## src/rtl/kssd_pkg.sv

```systemverilog
// ----------------------------------------------------------------------------
// kssd_pkg
// Scan phase codes, register map and segment glyph table for the keypad
// scanner with two-digit display.
// ----------------------------------------------------------------------------
`default_nettype none

package kssd_pkg;

	localparam int unsigned COLUMNS    = 8;
	localparam int unsigned COL_W      = $clog2(COLUMNS);
	localparam int unsigned PHASE_W    = 4;
	localparam int unsigned DIGIT_W    = 5;
	localparam int unsigned ADDR_W     = 3;

	localparam logic [PHASE_W-1:0] PH_SETTLE   = 4'd0;
	localparam logic [PHASE_W-1:0] PH_ROW_CONF = 4'd1;
	localparam logic [PHASE_W-1:0] PH_ROW_HOLD = 4'd2;
	localparam logic [PHASE_W-1:0] PH_ROW_POLL = 4'd3;
	localparam logic [PHASE_W-1:0] PH_ROW_REL  = 4'd4;
	localparam logic [PHASE_W-1:0] PH_BTN_CONF = 4'd5;
	localparam logic [PHASE_W-1:0] PH_BTN_HOLD = 4'd6;
	localparam logic [PHASE_W-1:0] PH_BTN_POLL = 4'd7;
	localparam logic [PHASE_W-1:0] PH_BTN_REL  = 4'd8;

	localparam logic REG_SETTLE  = 1'b0;
	localparam logic REG_REFRESH = 1'b1;

	localparam logic [7:0]         SETTLE_RESET  = 8'd50;
	localparam logic [7:0]         REFRESH_RESET = 8'd10;
	localparam logic [DIGIT_W-1:0] BLANK_DIGIT   = 5'd10;
	localparam logic [7:0]         SEG_BLANK     = 8'hFF;
	localparam logic [7:0]         BTN_OFFSET    = 8'd60;

	localparam logic [1:0] SEL_NONE = 2'd0;
	localparam logic [1:0] SEL_HIGH = 2'd1;
	localparam logic [1:0] SEL_LOW  = 2'd2;

	typedef logic [PHASE_W-1:0] phase_t;
	typedef logic [DIGIT_W-1:0] digit_t;

	function automatic logic [7:0] glyph(input digit_t d);
		logic [7:0] g;
		case (d)
			5'd0:    g = 8'h03;
			5'd1:    g = 8'h9F;
			5'd2:    g = 8'h25;
			5'd3:    g = 8'h0D;
			5'd4:    g = 8'h99;
			5'd5:    g = 8'h49;
			5'd6:    g = 8'h41;
			5'd7:    g = 8'h1F;
			5'd8:    g = 8'h01;
			5'd9:    g = 8'h09;
			5'd11:   g = 8'hFE;
			5'd12:   g = 8'h11;
			5'd13:   g = 8'hC1;
			5'd14:   g = 8'h63;
			5'd15:   g = 8'h85;
			5'd16:   g = 8'h61;
			5'd17:   g = 8'h71;
			5'd18:   g = 8'h43;
			5'd19:   g = 8'h91;
			5'd20:   g = 8'hC3;
			5'd21:   g = 8'h83;
			5'd22:   g = 8'h73;
			5'd23:   g = 8'h13;
			5'd24:   g = 8'h31;
			5'd25:   g = 8'h89;
			default: g = SEG_BLANK;
		endcase
		return g;
	endfunction

endpackage

`default_nettype wire

```

## src/rtl/keypad_scan_to_segment_display.sv

```systemverilog
// ----------------------------------------------------------------------------
// keypad_scan_to_segment_display
// Eight-column key matrix and button scanner with debounce, key numbering
// and a two-digit multiplexed seven-segment display.
// ----------------------------------------------------------------------------
//  channel  handshake              payload
//  in       in_valid / in_ready    main_rows, button_lines (one tick each)
//  out      out_valid / out_ready  column_drive, segment_pattern, digit_select,
//                                  key_code, key_held
//  cfg      APB write, pready = 1  settle_ticks @ 0x0, refresh_ticks @ 0x4
//
//  From input transfer to result: the input register, then one pass of
//  scan, digit split and glyph logic into the state/result registers.
//  One tick accepted per cycle while the result side keeps taking transfers.
//  A stalled result holds the state; the input register then holds too.
//  Reset clears all state to the idle scan of column zero, display blank.
// ----------------------------------------------------------------------------
`default_nettype none

module keypad_scan_to_segment_display
	import kssd_pkg::*;
(
	input  wire logic              clk,
	input  wire logic              arst_n,

	input  wire logic              psel,
	input  wire logic              penable,
	input  wire logic              pwrite,
	input  wire logic [ADDR_W-1:0] paddr,
	input  wire logic [31:0]       pwdata,
	output logic      [31:0]       prdata,
	output logic                   pready,

	input  wire logic              in_valid,
	output logic                   in_ready,
	input  wire logic [7:0]        main_rows,
	input  wire logic [4:0]        button_lines,

	output logic                   out_valid,
	input  wire logic              out_ready,
	output logic      [7:0]        column_drive,
	output logic      [7:0]        segment_pattern,
	output logic      [1:0]        digit_select,
	output logic      [7:0]        key_code,
	output logic                   key_held
);

	logic [7:0]       settle_q, refresh_cfg_q;

	logic             valid_s1;
	logic [7:0]       rows_s1;
	logic [4:0]       btns_s1;
	logic             adv;

	logic             out_valid_q;
	logic [COL_W-1:0] col_q;
	phase_t           phase_q;
	logic [7:0]       wait_q;
	logic [7:0]       code_q;
	digit_t           low_q, high_q;
	logic [7:0]       refresh_q;
	logic             dphase_q;
	logic [7:0]       seg_q;
	logic [1:0]       sel_q;

	logic [COL_W-1:0] col_d;
	phase_t           phase_d;
	logic [7:0]       wait_d;
	logic [7:0]       code_d;
	digit_t           low_d, high_d;
	logic [7:0]       refresh_d;
	logic             dphase_d;
	logic [7:0]       seg_d;
	logic [1:0]       sel_d;

	logic             rows_idle, btns_idle;
	logic [7:0]       wait_inc, refresh_inc;
	logic             wait_done;
	logic [6:0]       row_bits;
	logic [4:0]       btn_bits;
	logic             row_one, btn_one;
	logic [2:0]       row_idx, btn_idx;
	logic [7:0]       row_code, btn_code;
	logic [7:0]       col_ext;
	logic [15:0]      div_prod;
	logic [4:0]       div_q;
	logic [7:0]       div_r;
	logic             split;
	logic             cfg_wr;

	// configuration port
	assign pready = 1'b1;
	assign cfg_wr = psel && penable && pwrite;
	assign prdata = (paddr[2] == REG_REFRESH) ? {24'd0, refresh_cfg_q} : {24'd0, settle_q};

	always_ff @(posedge clk or negedge arst_n) begin
		if (!arst_n) begin
			settle_q      <= SETTLE_RESET;
			refresh_cfg_q <= REFRESH_RESET;
		end else if (cfg_wr) begin
			if (paddr[2] == REG_REFRESH) begin
				refresh_cfg_q <= pwdata[7:0];
			end else begin
				settle_q <= pwdata[7:0];
			end
		end
	end

	// handshake
	assign adv      = valid_s1 && (!out_valid_q || out_ready);
	assign in_ready = !valid_s1 || adv;

	always_ff @(posedge clk or negedge arst_n) begin
		if (!arst_n) begin
			valid_s1 <= 1'b0;
		end else if (in_ready) begin
			valid_s1 <= in_valid;
		end
	end

	always_ff @(posedge clk) begin
		if (in_ready && in_valid) begin
			rows_s1 <= main_rows;
			btns_s1 <= button_lines;
		end
	end

	// key decode
	assign rows_idle = (rows_s1 == 8'hFF);
	assign btns_idle = (btns_s1 == 5'h1F);
	assign wait_inc  = wait_q + 8'd1;
	assign wait_done = (wait_inc >= settle_q);
	assign row_bits  = ~rows_s1[6:0];
	assign btn_bits  = ~btns_s1;
	assign row_one   = (row_bits != 7'd0) && ((row_bits & (row_bits - 7'd1)) == 7'd0);
	assign btn_one   = (btn_bits != 5'd0) && ((btn_bits & (btn_bits - 5'd1)) == 5'd0);
	assign col_ext   = {{(8-COL_W){1'b0}}, col_q};

	always_comb begin
		row_idx = 3'd0;
		for (int i = 0; i < 7; i++) begin
			if (row_bits[i]) row_idx = row_idx | 3'(i);
		end
		btn_idx = 3'd0;
		for (int i = 0; i < 5; i++) begin
			if (btn_bits[i]) btn_idx = btn_idx | 3'(i);
		end
	end

	assign row_code = (row_one ? {2'b00, row_idx, 3'b111} : code_q) - col_ext;
	assign btn_code = (btn_one ? {2'b00, btn_idx, 3'b000} : code_q) + col_ext + BTN_OFFSET;

	// scan sequencer
	always_comb begin
		col_d   = col_q;
		phase_d = phase_q;
		wait_d  = wait_q;
		code_d  = code_q;
		split   = 1'b0;
		low_d   = low_q;
		high_d  = high_q;
		unique case (phase_q)
			PH_ROW_CONF, PH_BTN_CONF: begin
				wait_d = wait_done ? 8'd0 : wait_inc;
				if (wait_done) begin
					if (phase_q == PH_ROW_CONF ? !rows_idle : !btns_idle) begin
						code_d  = (phase_q == PH_ROW_CONF) ? row_code : btn_code;
						split   = 1'b1;
						phase_d = (phase_q == PH_ROW_CONF) ? PH_ROW_HOLD : PH_BTN_HOLD;
					end else begin
						col_d   = col_q + COL_W'(1);
						phase_d = PH_SETTLE;
					end
				end
			end
			PH_ROW_HOLD, PH_BTN_HOLD: begin
				wait_d = wait_done ? 8'd0 : wait_inc;
				if (wait_done) begin
					phase_d = (phase_q == PH_ROW_HOLD) ? PH_ROW_POLL : PH_BTN_POLL;
				end
			end
			PH_ROW_POLL, PH_BTN_POLL: begin
				if (phase_q == PH_ROW_POLL ? rows_idle : btns_idle) begin
					phase_d = (phase_q == PH_ROW_POLL) ? PH_ROW_REL : PH_BTN_REL;
					wait_d  = 8'd0;
				end
			end
			PH_ROW_REL, PH_BTN_REL: begin
				wait_d = wait_done ? 8'd0 : wait_inc;
				if (wait_done) begin
					if (phase_q == PH_ROW_REL ? rows_idle : btns_idle) begin
						low_d   = BLANK_DIGIT;
						high_d  = BLANK_DIGIT;
						col_d   = col_q + COL_W'(1);
						phase_d = PH_SETTLE;
					end else begin
						phase_d = (phase_q == PH_ROW_REL) ? PH_ROW_POLL : PH_BTN_POLL;
					end
				end
			end
			default: begin
				phase_d = PH_SETTLE;
				wait_d  = wait_done ? 8'd0 : wait_inc;
				if (wait_done) begin
					if (!rows_idle) begin
						phase_d = PH_ROW_CONF;
					end else if (!btns_idle) begin
						phase_d = PH_BTN_CONF;
					end else begin
						col_d = col_q + COL_W'(1);
					end
				end
			end
		endcase

		// split into decimal digits: q = code * 205 >> 11 is exact below 1029
		div_prod = 16'(code_d) * 16'd205;
		div_q    = div_prod[15:11];
		div_r    = code_d - ({3'd0, div_q} * 8'd10);
		if (split) begin
			low_d  = {1'b0, div_r[3:0]};
			high_d = div_q;
		end
	end

	// display refresh
	assign refresh_inc = refresh_q + 8'd1;

	always_comb begin
		refresh_d = refresh_inc;
		dphase_d  = dphase_q;
		seg_d     = seg_q;
		sel_d     = sel_q;
		if (refresh_inc >= refresh_cfg_q) begin
			refresh_d = 8'd0;
			dphase_d  = !dphase_q;
			seg_d     = dphase_q ? glyph(high_d) : glyph(low_d);
			sel_d     = dphase_q ? SEL_HIGH : SEL_LOW;
		end
	end

	always_ff @(posedge clk or negedge arst_n) begin
		if (!arst_n) begin
			out_valid_q <= 1'b0;
			col_q       <= '0;
			phase_q     <= PH_SETTLE;
			wait_q      <= 8'd0;
			code_q      <= 8'd0;
			low_q       <= BLANK_DIGIT;
			high_q      <= BLANK_DIGIT;
			refresh_q   <= 8'd0;
			dphase_q    <= 1'b0;
			seg_q       <= SEG_BLANK;
			sel_q       <= SEL_NONE;
		end else begin
			if (adv) begin
				out_valid_q <= 1'b1;
				col_q       <= col_d;
				phase_q     <= phase_d;
				wait_q      <= wait_d;
				code_q      <= code_d;
				low_q       <= low_d;
				high_q      <= high_d;
				refresh_q   <= refresh_d;
				dphase_q    <= dphase_d;
				seg_q       <= seg_d;
				sel_q       <= sel_d;
			end else if (out_ready) begin
				out_valid_q <= 1'b0;
			end
		end
	end

	assign out_valid       = out_valid_q;
	assign column_drive    = ~(8'd1 << col_q);
	assign segment_pattern = seg_q;
	assign digit_select    = sel_q;
	assign key_code        = code_q;
	assign key_held        = (phase_q == PH_ROW_HOLD) || (phase_q == PH_ROW_POLL) ||
	                         (phase_q == PH_ROW_REL)  || (phase_q == PH_BTN_HOLD) ||
	                         (phase_q == PH_BTN_POLL) || (phase_q == PH_BTN_REL);

endmodule

`default_nettype wire

```

## config.mk

```make
export PLATFORM = sky130hd
export DESIGN_NAME = keypad_scan_to_segment_display
export DESIGN_NICKNAME = d
export VERILOG_FILES = /design/src/rtl/kssd_pkg.sv /design/src/rtl/keypad_scan_to_segment_display.sv
export SDC_FILE = /design/constraint.sdc
export NUM_CORES = 1
export LEC_CHECK = 0
export BUFFER_PORTS_ARGS = -buffer_cell sky130_fd_sc_hd__buf_2
export CAP_MARGIN = 20
export CORE_ASPECT_RATIO = 1.1
export CORE_MARGIN = 10
export CORE_UTILIZATION = 40
export DETAILED_ROUTE_END_ITERATION = 10
export HOLD_SLACK_MARGIN = 0.05
export SLEW_MARGIN = 0
export SYNTH_ARGS = -nofsm -noshare
export SYNTH_HDL_FRONTEND = slang
export SYNTH_SLANG_ARGS = --single-unit
```

## constraint.sdc

```tcl
create_clock -name clk -period 7.6 [get_ports clk]
set_input_delay 1.52 -clock clk [delete_from_list [all_inputs] [get_ports clk]]
set_output_delay 1.52 -clock clk [all_outputs]
set_load 0.05 [all_outputs]
```

==> reports/qor.yml <==
yosys:
  yosysSeqAreaShare: 0.273
  async_flop_share: 0.841
  syn_avg_cell_area_um2: 8.68
  syn_area_um2: 7840
  yosysUniqueCellTypes: 83
  synth_top_area_share: 0.166
  synth_top_area_cell: "dfrtp_1"
  ys_ff_latch: 82
  synth-edff-count: 13
  syn_inst: 903
  ys_warn_count: 0
  synthFlopType: "dfrtp_1"
  synth_area_leaders: "dfrtp_1 (17%), ha_1 (15%), dfstp_2 (5.7%)"
final_layout:
  regArea_um2: 2140
  fillerInstances: 1751
  syn_to_final_growth_pct: 29.5
  final_cell_mix: "buf_4 (144), nand2_1 (102), ha_1 (83)"
  antenna_cells: 0
  nNetsFinal: 1257
  multi_input_area_um2: 5610
  final_common_cell: "buf_4"
  drive_gt1_frac: 0.321
placed_design:
  dp_worst_setup_slack_ns: -0.567
  routabilityCongestion: 0.889
  portBuffers: 65
  hpwl_um: 16400
detailed_routing:
  drc: 0
  route.vias.total: 7235
  final_antenna_net_count: 0
  routed_wl_um: 21300
  vias_per_cell: 5.38
  drtPass1Iterations: 5
  drt_iter0_markers: 474
  post_drt_wl_per_cell_um: 15.8
worst_setup_path:
  required_ns: 7.85
  crit_top_cell: "ha_4"
  path_max_fanout: 8
  cp.arrival_ns: 8.38
  worstSetupStartpointType: "flop"
  worstSetupPathType: "reg -> reg"
  cp-end-kind: "flop"
  slowest_stage: "fa_1"
  cpPeakStageDelay_ns: 0.56
clock_network:
  clk_path_buf_depth: 2
  path_clk_slew_ns: 0.06
  cts_tree: "done"
  numClockSinks: 82
  clock_latency_ns: 0.34
  htree_levels: 3
  cts_inserted_buffers: 9
  cts_root_buf: "clkbuf_16"
flow_run:
  max_cap_viol_count: 0
sta:
  setup_viol: 8
  finalHoldViolCount: 0
  slew_headroom: 0.381
  timing.hold.ws_ns: 0.461
  rsz0062_at_grt: "yes"
  maxSlewViolCount: 0
  fmax_mhz: 123
  clock_skew_ns: 0.0114
  tightest_slew_ns: 0.928
  post-route-period-util: 1.07
  period_needed_ns: 8.12
  setup_ws_ns: -0.525
die:
  num_rows: 53
  dieArea_um2: 25600
  core_um2: 19200
  die_y_um: 167
  pin_count: 117
  die_width_um: 153
  start_util: 0.409
global_route:
  grt_pass1_vias: 7138
  grt_max_degree: 70
  gr-total-overflow: 0
  antenna_found_initial: 0
  globalRouteTotalUtil: 0.161
  grt_pass1_wl_um: 35200
status:
  outcome: "finished, violations left"
  violations: "negative setup slack"
worst_hold_path:
  hold_path_class: "reg -> reg"
-- critical path: cells and delay by family (launching register included) --
| kind | cells | cell delay [ns] |
|---|---|---|
| adder cells (fa/ha/maj) | 9 | 2.85 |
| AO/OA/AOI/OAI | 14 | 2.19 |
| AND/OR/NAND/NOR | 8 | 1.33 |
| XOR/XNOR | 3 | 0.43 |
| flip-flops | 1 | 0.43 |
| buffers and inverters | 4 | 0.42 |
| multiplexers | 2 | 0.39 |
-- cell usage after synthesis, types with 11 or more instances --
cell,n
nand3_1,26
mux2_2,20
inv_1,78
dfstp_2,17
nand2_1,106
xor2_1,11
nor2_1,54
and2_1,12
clkbuf_1,24
edfxtp_1,13
o21ai_0,62
xnor2_1,21
fa_1,14
buf_4,27
nor3_1,13
dfrtp_1,52
ha_1,95
a21oi_1,43
nand2b_1,11
-- area by class of cell --
type | instances | area share
Inverter | 79 | 0.0292
Multi-Input combinational cell | 704 | 0.552
Tap cell | 247 | 0.0304
Timing Repair Buffer | 217 | 0.150
Clock inverter | 4 | 0.00283
Sequential cell | 82 | 0.211
Clock buffer | 12 | 0.0243
-- cells by family after synthesis --
| logic type | count (synthesis) | synth area share |
|---|---|---|
| adder cells (fa/ha/maj) | 110 | 0.189 |
| XOR/XNOR | 33 | 0.0378 |
| AO/OA/AOI/OAI | 234 | 0.208 |
| flip-flops | 82 | 0.273 |
| other | 2 | 0.000958 |
| buffers and inverters | 140 | 0.0819 |
| multiplexers | 27 | 0.0396 |
| AND/OR/NAND/NOR | 275 | 0.170 |
-- registers in the layout (all words and copies together), names as in the netlist, 5 cells and up --
| register | count |
|---|---|
| key_code | 8 |
| low_q | 5 |
| settle_q | 8 |
| high_q | 5 |
| refresh_q | 8 |
| rows_s1 | 8 |
| segment_pattern | 8 |
| refresh_cfg_q | 8 |
| wait_q | 8 |
| btns_s1 | 5 |
-- what timing repair did --
item,4_1_cts,5_1_grt
hold buffers,0,0
resized for setup,17,40
setup buffers,9,8
gates cloned,0,1
pin swaps,16,41
endpoints found under the setup margin,8,9
-- per-layer routing --
metal	up-vias	track usage	share of wire
met5	-	0	0
met4	0	0.0370	0.013
met3	20	0.0263	0.048
met2	184	0.281	0.50
met1	3459	0.202	0.44
li1	3572	-	-
-- path summary, 6_finish.rpt --
path | to | slack (ns) | depth (start not counted) | start
min in group asynchronous | out_valid | 1.31 | 1 | arst_n
max reg2reg | segment_pattern[4] | -0.52 | 40 | btns_s1[3]
max | segment_pattern[4] | -0.52 | 40 | btns_s1[3]
min reg2reg | low_q[1] | 0.46 | 2 | low_q[1]
min | low_q[1] | 0.46 | 2 | low_q[1]
max in group asynchronous | high_q[4] | 5.69 | 1 | arst_n
-- through the flow --
step / cells / cell area, um2 / setup TNS (ns) / util
after floorplan: 926 / 8120 / -0.408 / -
after global placement: 1312 / 9400 / -3.47 / 0.491
after detailed placement: 1312 / 9400 / -4.10 / 0.491
after CTS: 1337 / 9840 / -3.17 / 0.514
after global routing: 1345 / 10200 / -6.54 / 0.530
final: 1345 / 10200 / -3.31 / 0.530
Power is left out: the tool's default activity adds up to more than one toggle a clock period on the data nets, which glitch-free logic cannot reach.
